### config.mk
export PLATFORM = sky130hd
export DESIGN_NAME = csdp_ctrl
export DESIGN_NICKNAME = d
export VERILOG_FILES = /design/src/csdp_pkg.sv /design/src/csdp_ctrl.sv
export SDC_FILE = /design/constraint.sdc
export NUM_CORES = 1
export LEC_CHECK = 0
export BUFFER_PORTS_ARGS = -buffer_cell sky130_fd_sc_hd__buf_2
export CAP_MARGIN = 25
export CORE_AREA = 2 2 39 41
export DETAILED_ROUTE_END_ITERATION = 10
export DIE_AREA = 0 0 41 43
export GPL_TIMING_DRIVEN = 0
export PLACE_DENSITY = 0.63
export SLEW_MARGIN = 0
export SYNTH_ARGS = -nofsm -noshare
export SYNTH_HDL_FRONTEND = slang
export SYNTH_SLANG_ARGS = --single-unit
### constraint.sdc
create_clock -name clk_i -period 1.2 [get_ports clk_i]
set_clock_uncertainty 0.05 [all_clocks]
set_input_delay 0 -clock clk_i [delete_from_list [all_inputs] [get_ports clk_i]]
set_output_delay 0 -clock clk_i [all_outputs]
set_load 0.02 [all_outputs]
### src/csdp_pkg.sv
// Shared types for the sums-of-distinct-powers counter: digit classes, FSM states, cmd/status.
package csdp_pkg;

  // Class of one base-B digit; the digit walk only needs zero, one or more
  typedef enum logic [1:0] {
    DIG_ZERO,
    DIG_ONE,
    DIG_BIG
  } dig_cls_e;

  // Controller states
  typedef enum logic [3:0] {
    ST_FILL,
    ST_DRAIN,
    ST_IDLE,
    ST_START,
    ST_DIV,
    ST_DIGIT,
    ST_WALK_RD,
    ST_WALK_ADD,
    ST_PASS_END,
    ST_FIN
  } state_e;

  // Commands from controller to datapath
  typedef struct packed {
    logic fill_step;   // issue one Pascal table entry
    logic latch_in;    // capture the input word
    logic start_pass;  // clear digit count and sum, reload power count
    logic div_load;    // start a new division of n by base
    logic div_step;    // one restoring division step
    logic push_digit;  // store the remainder's class as the next digit
    logic walk_issue;  // read the binomial for the top digit
    logic walk_add;    // add the binomial; drop the top digit unless the count ends
    logic pass_end;    // close one bound's count
    logic out_load;    // load the output register
  } cmd_t;

  // Status from datapath to controller
  typedef struct packed {
    logic fill_last;   // last table entry is being issued
    logic base_small;  // base below two, every count is zero
    logic div_last;    // current division step is the last one
    logic more_digits; // quotient nonzero and digit store not full
    logic walk_done;   // no digits or no powers left
    logic take;        // last walk step ends the count
    logic out_busy;    // output register full and not taken this cycle
    logic pass_lower;  // working on the lower bound
  } stat_t;

endpackage

### src/csdp_ctrl.sv
// Controller FSM: table fill, digit expansion, digit walk, two passes per query.
module csdp_ctrl (
  input  logic           clk_i,
  input  logic           rst_ni,
  input  logic           in_valid_i,
  output logic           in_ready_o,
  input  csdp_pkg::stat_t stat_i,
  output csdp_pkg::cmd_t  cmd_o
);
  import csdp_pkg::*;

  state_e state_q, state_d;

  // State register
  always_ff @(posedge clk_i or negedge rst_ni) begin
    if (!rst_ni) begin
      state_q <= ST_FILL;
    end else begin
      state_q <= state_d;
    end
  end

  // Next state
  always_comb begin
    state_d = state_q;
    unique case (state_q)
      ST_FILL:     if (stat_i.fill_last) state_d = ST_DRAIN;
      ST_DRAIN:    state_d = ST_IDLE;
      ST_IDLE:     if (in_valid_i) state_d = ST_START;
      ST_START:    state_d = stat_i.base_small ? ST_PASS_END : ST_DIV;
      ST_DIV:      if (stat_i.div_last) state_d = ST_DIGIT;
      ST_DIGIT:    state_d = stat_i.more_digits ? ST_DIV : ST_WALK_RD;
      ST_WALK_RD:  state_d = stat_i.walk_done ? ST_PASS_END : ST_WALK_ADD;
      ST_WALK_ADD: state_d = stat_i.take ? ST_PASS_END : ST_WALK_RD;
      ST_PASS_END: state_d = stat_i.pass_lower ? ST_FIN : ST_START;
      ST_FIN:      if (!stat_i.out_busy) state_d = ST_IDLE;
      default:     state_d = ST_FILL;
    endcase
  end

  // Outputs
  always_comb begin
    cmd_o      = '0;
    in_ready_o = 1'b0;
    unique case (state_q)
      ST_FILL:     cmd_o.fill_step = 1'b1;
      ST_DRAIN:    ;
      ST_IDLE: begin
        in_ready_o      = 1'b1;
        cmd_o.latch_in  = in_valid_i;
      end
      ST_START: begin
        cmd_o.start_pass = 1'b1;
        cmd_o.div_load   = !stat_i.base_small;
      end
      ST_DIV:      cmd_o.div_step = 1'b1;
      ST_DIGIT: begin
        cmd_o.push_digit = 1'b1;
        cmd_o.div_load   = stat_i.more_digits;
      end
      ST_WALK_RD:  cmd_o.walk_issue = !stat_i.walk_done;
      ST_WALK_ADD: cmd_o.walk_add = 1'b1;
      ST_PASS_END: cmd_o.pass_end = 1'b1;
      ST_FIN:      cmd_o.out_load = !stat_i.out_busy;
      default:     ;
    endcase
  end

endmodule

==> metrics.csv, run 1 <==
stage;metric;value;unit
cts;clk buf depth;2;
finish;Most flops, register;state_q;
placement;Post-DP Area;621.8;sq um
setup_path;reg2reg start;state_q[1]$_DFFE_PN0P_;
global_routing;via count of the first global-routing pass;600;
finish;commonest non-fill, non-tap cell in the layout;buf_4;
timing;hold slack;46.12;ps
die;Die X;41;um
yosys;register area share after synthesis;21.00;%
setup_path;critical path class;reg2out;
timing;Tcrit/Tclk final;119.0;%
die;die height;43;um
finish;commonest cells after routing, fill and taps aside;18 x buf_4, 11 x buf_2, 9 x buf_6;
die;Initial Util;34.45;%
global_routing;global-route wire length before repair;2608;um
power_and_ir_drop;power per cell area;2673;nW/um^2
timing;min Tclk post-route;1428;ps
cts;root buf cell;clkbuf_4;
route;first-pass iteration count of the detailed router;4;
timing;Slew Viols, Final;0;
run_status;violated checks;setup timing;
placement;placed cell count;96;
placement;Place WS;-120.0;ps
power_and_ir_drop;Leak;0.0004437;uW
global_routing;largest net degree at the start of global routing;11;
timing;setup ws final;-228.2;ps
cts;clock transition at the registers of the reported paths;40;ps
setup_path;crit path DAT;1380;ps
finish;proportion of layout cells with a drive suffix above 1;69.70;%
timing;unrepaired setup endpoints after global routing;yes;
finish;Final Net Count;112;
finish;Largest register FFs;4;
setup_path;Startpoint Class;flip-flop;
yosys;synth unique cells;26;
placement;# port buffers;21;
yosys;#FFs+latches synth;4;
die;Core Area;1384;sq um
route;DR WL/cell;16.56;um
cts;Clock Sinks;4;
global_routing;All-Layer GR Usage;21.88;%
route;final wirelength;1904;um
global_routing;initial antenna violation count;0;
yosys;Synthesized Nets;70;
route;Iter 0 DRT Violations;23;
cts;H-tree depth;1;
setup_path;CP startpoint;state_q[1]$_DFFE_PN0P_;
die;num rows;14;
finish;Largest regs;state_q x4;
cts;clock latency on the worst-skew pair;240;ps
placement;Detailed Place HPWL;894.4;um
yosys;Gate Count Post-Synth;59;
route;Detail Route Antenna Nets;0;
route;Residual DRC;0;
global_routing;grt total ovfl;0;
yosys;Synth Cell Area;476.7;sq um
cts;cts bufs inserted;3;
timing;FMAX;700.2;MHz
finish;Finished Cell Area;992.2;sq um
yosys;Synthesis Warnings;0;
flow_run;MaxCap Viol Count;0;
route;via/cell ratio;5.643;
finish;area grow syn2layout;108.1;%
finish;fin cells;115;
die;area of the die;1763;sq um
placement;GPL Wtd Cong;0.8187;
die;# IOs;22;
timing;Fin. Hold Viols;0;
setup_path;critical path required time;1150;ps
timing;# setup viols final;15;
finish;n_diodes;0;
worst_hold_path;min-delay worst type;in2async;
timing;Worst Tran Pin Value;284.4;ps
setup_path;Crit Path Max Fanout;7;
power_and_ir_drop;maximum vdd drop;0.001591;V
setup_path;cell count of the worst reg-to-reg path;5;
run_status;status;complete, but fails checks;
setup_path;CP endpoint kind;output pin;
yosys;syn_area_per_cell;8.080;sq um
route;via count;649;
timing;Rel. slew slack;81.00;%
cts;TritonCTS clock tree;yes;
## repair_timing
item	CTS	global route
endpoints found under the hold margin	4	0
cloned	1	0
setup endpoints to repair	15	15
setup buffers	11	3
hold buffers	1	0
pin swaps	15	5
resized for setup	35	14
## final cells by class
cell class,instances,area [sq um]
Sequential cell,4,101.3
Buffer,6,78.83
Clock buffer,3,22.52
Tap cell,16,20.02
Timing Repair Buffer,37,295.3
Inverter,2,7.507
Fill cell,105,391.6
Multi-Input combinational cell,47,466.7
## logic make-up (layout without fill, tap and decap cells)
| logic type | Yosys count | in the layout | share of synthesized area, % |
|---|---|---|---|
| AND/OR/NAND/NOR | 30 | 30 | 36.74 |
| AO/OA/AOI/OAI | 13 | 13 | 19.95 |
| buffers and inverters | 8 | 48 | 13.91 |
| multiplexers | 4 | 4 | 8.399 |
| flip-flops | 4 | 4 | 21.00 |
## stage by stage
step                utilization, %  TNS [ps]  total power (uW)
global placement             44.94    -440.3              1442
finish                       71.70     -1875              2652
detailed placement           44.94    -527.7              1440
global route                 71.70     -2713              2777
floorplan                        -    -297.3              1185
CTS                          65.37     -1525              2298
## power by group
part	internal (uW)	switching, uW	total (uW)
Clock	112	56.3	168
Sequential	202	59.3	261
Combinational	1180	1040	2220
Total	1490	1160	2650
## synthesized netlist by cell type (all sizes together)
library cell	count	area, sq um
a2111oi	1	10.01
a211o	2	17.52
a21oi	2	10.01
a22o	1	8.760
a311oi	1	8.760
a31oi	2	12.51
and3b	1	8.760
buf	6	58.80
dfrtp	4	100.1
inv	2	7.510
mux2i	4	40.04
nand2	1	3.750
nand2b	7	43.79
nand3	1	5.000
nor2	3	11.26
nor2b	2	12.51
nor3	9	45.04
nor3b	3	22.52
nor4	2	12.51
nor4bb	1	10.01
o21ai	2	10.00
o21bai	1	7.510
o32a	1	10.01
## worst paths after layout
kind | slack (ps) | to
worst max-delay path | -230 | cmd_o[6]
worst min-delay path | 50 | state_q[0]$_DFFE_PN0P_
worst max register to register | -150 | state_q[3]$_DFFE_PN0P_
worst min register to register | 680 | state_q[2]$_DFFE_PN0P_
max in group asynchronous | 920 | state_q[3]$_DFFE_PN0P_
min in group clk_i | 90 | state_q[1]$_DFFE_PN0P_
## metal layers
metal	global-route usage, %	vias to the layer above	routed length (um)
met5	0	-	0
met4	8.000	0	0
met3	3.141	0	102
met2	34.38	23	1010
met1	28.99	325	791
li1	-	301	-
## critical path: stages, from the launching register on
cell     delay, ps
dfrtp_1        400
buf_8          150
and3b_1        240
a21oi_2         40
nor3b_2        150
buf_4          160
Note: power is estimated with default switching activity, not from simulation.
==> inputs of run 2 (changes only) <==
- CORE_AREA: 2 2 39 41 -> not set
- CORE_MARGIN: not set -> 2
- CORE_UTILIZATION: not set -> 35
- DIE_AREA: 0 0 41 43 -> not set
- PLACE_DENSITY: 0.63 -> 0.6
- clock period: 1.2 -> 1.4 ns (I/O delays scaled with it)
==> metrics.csv, run 2 (synthesis results as in run 1) <==
stage;metric;value;unit
setup_path;critical path class;reg2reg;
finish;Largest register FFs;4;
setup_path;crit path DAT;1470;ps
timing;# setup viols final;0;
setup_path;crit-path cells;buf_6 > a211o_1 > a22o_1 > a31oi_1;
finish;Most flops, register;state_q;
route;Iter 0 DRT Violations;17;
finish;commonest non-fill, non-tap cell in the layout;buf_2;
route;Residual DRC;0;
route;final wirelength;1376;um
finish;area grow syn2layout;52.23;%
cts;Clock Sinks;4;
die;area of the die;1673;sq um
finish;n_diodes;0;
run_status;status;complete, no violations;
setup_path;Worst path slowest cell;dfrtp_2;
route;via/cell ratio;5.583;
placement;GPL Wtd Cong;0.7923;
global_routing;global-route wire length before repair;2125;um
timing;Fin. Hold Viols;0;
setup_path;critical path required time;1500;ps
placement;Place WS;57.16;ps
route;Detail Route Antenna Nets;0;
worst_hold_path;min-delay worst type;in2async;
global_routing;All-Layer GR Usage;19.26;%
cts;root buf cell;clkbuf_4;
placement;Detailed Place HPWL;872.6;um
global_routing;via count of the first global-routing pass;468;
timing;min Tclk post-route;1369;ps
power_and_ir_drop;overall power;1581;uW
finish;commonest cells after routing, fill and taps aside;20 x buf_2, 8 x nor3_1, 7 x buf_4;
cts;clock transition at the registers of the reported paths;40;ps
flow_run;MaxCap Viol Count;0;
cts;TritonCTS clock tree;yes;
setup_path;Largest stage delay, worst path;440;ps
timing;Worst Tran Pin Value;319.6;ps
setup_path;Crit Path Max Fanout;6;
power_and_ir_drop;Leak;0.0003427;uW
die;die height;40.91;um
die;Core Area;1285;sq um
power_and_ir_drop;power per cell area;2179;nW/um^2
timing;FMAX;730.5;MHz
power_and_ir_drop;maximum vdd drop;0.0009497;V
timing;unrepaired setup endpoints after global routing;yes;
finish;proportion of layout cells with a drive suffix above 1;50.00;%
finish;Largest regs;state_q x4;
cts;cts bufs inserted;3;
finish;Final Net Count;101;
route;DR WL/cell;13.36;um
global_routing;largest net degree at the start of global routing;11;
die;Initial Util;37.10;%
global_routing;grt total ovfl;0;
die;num rows;13;
die;Die X;40.91;um
setup_path;Startpoint Class;flip-flop;
route;first-pass iteration count of the detailed router;4;
global_routing;initial antenna violation count;0;
timing;Setup TNS;0;ps
cts;clk buf depth;2;
timing;Tcrit/Tclk final;97.78;%
cts;clock latency on the worst-skew pair;230;ps
placement;placed cell count;95;
finish;fin cells;103;
timing;setup ws final;31.05;ps
cts;H-tree depth;1;
timing;Rel. slew slack;78.64;%
finish;fillers;119;
timing;Slew Viols, Final;0;
route;via count;575;
setup_path;CP endpoint kind;flip-flop;
die;# IOs;22;
placement;# port buffers;21;
[run 2: cell types whose count changed in the layout (fill, tap and decap cells not counted), moves of 3 or more]
cell / change
nand2b_1: +3
buf_6: -7
nor3_2: -4
nor3_1: +5
nand2b_4: -3
buf_2: +9
buf_4: -11
[run 2: final timing paths]
| path | startpoint | end | slack [ps] | depth (start not counted) |
|---|---|---|---|---|
| min in group clk_i | stat_i[4] | state_q[1]$_DFFE_PN0P_ | 80 | 4 |
| worst min register to register | state_q[0]$_DFFE_PN0P_ | state_q[3]$_DFFE_PN0P_ | 620 | 2 |
| worst min-delay path | rst_ni | state_q[0]$_DFFE_PN0P_ | 50 | 2 |
| max in group asynchronous | rst_ni | state_q[3]$_DFFE_PN0P_ | 1110 | 2 |
| worst max register to register | state_q[2]$_DFFE_PN0P_ | state_q[1]$_DFFE_PN0P_ | 30 | 4 |
| worst max-delay path | state_q[2]$_DFFE_PN0P_ | state_q[1]$_DFFE_PN0P_ | 30 | 4 |
[run 2: layer usage]
| layer | vias to the layer above | global-route usage, % | wire, um |
|---|---|---|---|
| met2 | 29 | 30.08 | 628 |
| met1 | 265 | 26.97 | 629 |
| met4 | 0 | 0 | 0 |
| li1 | 281 | - | - |
| met5 | - | 0 | 0 |
| met3 | 0 | 6.522 | 118 |
[run 2: repair_timing]
item,in CTS,in global routing
hold buffers,1,0
resized for setup,7,7
endpoints found under the hold margin,4,0
endpoints found under the setup margin,8,10
pin swaps,3,2
buffers inserted,5,0
[run 2: metrics by stage]
stage	hold slack [ps]	area [sq um]	util, %
finish	52.40	725.7	56.48
global placement	-244.3	613.1	47.71
floorplan	-345.6	489.2	-
global route	67.21	725.7	56.48
detailed placement	-242.6	613.1	47.71
CTS	47.12	704.4	54.82
[run 2: worst max-delay path, delay by kind of cell (launching register included)]
kind            cells  cell delay, ps
compound gates      3             640
flops               1             440
buf+inv             1             150
[run 2: cell type report]
| type | count | area, sq um | area share (%) |
|---|---|---|---|
| inverter | 2 | 7.507 | 1.034 |
| buffer | 5 | 56.30 | 7.759 |
| sequential | 4 | 102.6 | 14.14 |
| timing repair buffer | 27 | 158.9 | 21.90 |
| tap | 15 | 18.77 | 2.586 |
| clock buffer | 3 | 22.52 | 3.103 |
| multi-input combinational | 47 | 359.1 | 49.48 |
[run 2: power by group]
group          internal (uW)  total, uW  switching [uW]
clock                   95.8        142            45.8
sequential               176        228            52.3
combinational            575       1210             637
total                    846       1580             735
==> inputs of run 3 (changes only) <==
- ABC_AREA: not set -> 1
- CORE_AREA: not set -> 2 2 39 41
- CORE_MARGIN: 2 -> not set
- CORE_UTILIZATION: 35 -> not set
- DIE_AREA: not set -> 0 0 41 43
- PLACE_DENSITY: 0.6 -> 0.55
==> metrics.csv, run 3 <==
stage;metric;value;unit
run_status;status;complete, no violations;
placement;# port buffers;21;
setup_path;Startpoint Class;flip-flop;
power_and_ir_drop;maximum vdd drop;0.0008920;V
worst_hold_path;cell depth of the worst hold path;4;
yosys;post-synth top area cell;nand2_1;
timing;Setup TNS;0;ps
yosys;Gate Count Post-Synth;74;
finish;area of the multi-input gates;246.5;sq um
finish;proportion of layout cells with a drive suffix above 1;40.78;%
cts;H-tree depth;1;
finish;Final Net Count;116;
die;num rows;14;
placement;Detailed Place HPWL;846.5;um
cts;root buf cell;clkbuf_4;
route;via/cell ratio;4.185;
global_routing;GRT met3 Usage;1.571;%
power_and_ir_drop;Leak;0.0004122;uW
yosys;Synth top cells by count;27 x nand2_1, 15 x inv_1, 10 x nor2_1, 5 x nand3_1, 4 x dfrtp_1;
yosys;Async SR Flop Fraction;100.0;%
yosys;Main synth FF type;dfrtp_1;
yosys;largest family of logic cells by synthesized area;simple AND/OR/NAND/NOR gates;
setup_path;Crit Path Max Fanout;4;
yosys;XOR/XNOR Fraction of Synth Area;0;%
timing;Slew Viols, Final;0;
route;DR WL/cell;8.639;um
global_routing;met2 GRT Util;21.56;%
power_and_ir_drop;power per cell area;1885;nW/um^2
route;first-pass iteration count of the detailed router;4;
finish;commonest cells after routing, fill and taps aside;27 x nand2_1, 20 x buf_2, 14 x inv_1;
yosys;Synthesized Nets;85;
die;die height;43;um
yosys;Synth Cell Area;399.1;sq um
yosys;top cells by area, synth;nand2_1 25%, dfrtp_1 25%, inv_1 14%;
finish;Largest regs;state_q x4;
finish;commonest non-fill, non-tap cell in the layout;nand2_1;
finish;area grow syn2layout;52.35;%
timing;Worst Tran Pin Value;217.1;ps
route;via count;498;
global_routing;largest net degree at the start of global routing;7;
die;# IOs;22;
yosys;Simple-Gate Fraction of Synth Area;55.49;%
global_routing;layer with the highest usage;met2;
global_routing;global-route wire length before repair;1607;um
setup_path;CP endpoint kind;output pin;
timing;FMAX;740.8;MHz
setup_path;critical path required time;1350;ps
flow_run;MaxCap Viol Count;0;
finish;n_diodes;0;
setup_path;crit path DAT;1300;ps
yosys;post-synthesis mux area share;0;%
global_routing;All-Layer GR Usage;13.19;%
yosys;#FFs+latches synth;4;
cts;clock transition at the registers of the reported paths;30;ps
finish;Most flops, register;state_q;
timing;hold slack;4.631;ps
setup_path;cell count of the worst reg-to-reg path;8;
yosys;most frequent cell after synthesis;nand2_1;
die;Core Area;1384;sq um
route;final wirelength;1028;um
power_and_ir_drop;overall power;1146;uW
yosys;EDFF count, synth;0;
yosys;register area share after synthesis;25.08;%
yosys;synth unique cells;15;
yosys;top-area cell type share of the netlist area;25.39;%
cts;clk buf depth;2;
global_routing;met1 Track Usage GR;15.26;%
timing;Rel. slew slack;85.40;%
die;Die X;41;um
placement;GPL Wtd Cong;0.7362;
finish;Finished Cell Area;608.1;sq um
yosys;Synthesis Warnings;0;
timing;Tcrit/Tclk final;96.43;%
finish;FF+latch area;101.3;sq um
die;Initial Util;28.84;%
finish;Largest register FFs;4;
yosys;syn_area_per_cell;5.394;sq um
cts;Clock Sinks;4;
route;Detail Route Antenna Nets;0;
route;Iter 0 DRT Violations;5;
setup_path;critical path class;reg2out;
yosys;Post-Synth Adder-Cell Area;0;%
route;Residual DRC;0;
global_routing;grt total ovfl;0;
timing;Fin. Hold Viols;0;
cts;cts bufs inserted;3;
timing;# setup viols final;0;
cts;TritonCTS clock tree;yes;
worst_hold_path;min-delay worst type;in2reg;
global_routing;initial antenna violation count;0;
yosys;Compound-Gate Fraction of Synth Area;2.508;%
cts;clock latency on the worst-skew pair;230;ps
global_routing;via count of the first global-routing pass;452;
timing;min Tclk post-route;1350;ps
placement;Post-DP Area;534.3;sq um
die;area of the die;1763;sq um
finish;fillers;159;
-- run 3: through the flow --
stage	setup slack, ps	utilization, %	cells
after floorplan	87.34	-	74
after CTS	24.50	41.95	116
after global placement	124.7	38.61	111
after detailed placement	132.6	38.61	111
final	50.05	43.94	119
after global routing	-5.836	43.94	119
-- run 3: logic make-up after synthesis --
family,Yosys count
simple gates,50
compound gates,2
flops,4
buf+inv,18
-- run 3: worst max-delay path, cell delays in order (launching register included) --
cell and delay [ps]:
dfrtp_2 420, inv_2 90, nand2_1 100, nor2_2 150, nand2_1 110, nand2_1 80, buf_4 130
-- run 3: what timing repair did --
action | 4_1_cts | 5_1_grt
buffers inserted | 0 | 3
endpoints found under the setup margin | 1 | 3
pin swaps | 0 | 1
resized for setup | 2 | 3
hold buffers | 2 | 0
endpoints found under the hold margin | 5 | 0
-- run 3: area by class of cell --
class,instances,share of cell area (%)
Clock buffer,3,3.704
Inverter,18,11.11
Multi-Input combinational cell,52,40.53
Sequential cell,4,16.67
Tap cell,16,3.292
Timing Repair Buffer,26,24.69
-- run 3: where the power goes --
part,internal [uW],switching (uW),leakage [uW]
clock,95.5,40.9,0.0000138
sequential,171,62.5,0.0000501
combinational,276,502,0.000348
-- run 3: worst paths after layout --
path,slack [ps],to,start
hold reg to reg,600,state_q[2]$_DFFE_PN0P_,state_q[1]$_DFFE_PN0P_
setup / recovery,50,cmd_o[6],state_q[2]$_DFFE_PN0P_
setup reg to reg,120,state_q[1]$_DFFE_PN0P_,state_q[3]$_DFFE_PN0P_
min in group asynchronous,50,state_q[1]$_DFFE_PN0P_,rst_ni
hold / removal,5,state_q[1]$_DFFE_PN0P_,in_valid_i
max in group asynchronous,1120,state_q[2]$_DFFE_PN0P_,rst_ni
-- run 3: metal layers --
layer / up-vias / wire, um
li1: 283 / -
met1: 201 / 446
met2: 14 / 517
met3: 0 / 64
met4: 0 / 0
met5: - / 0
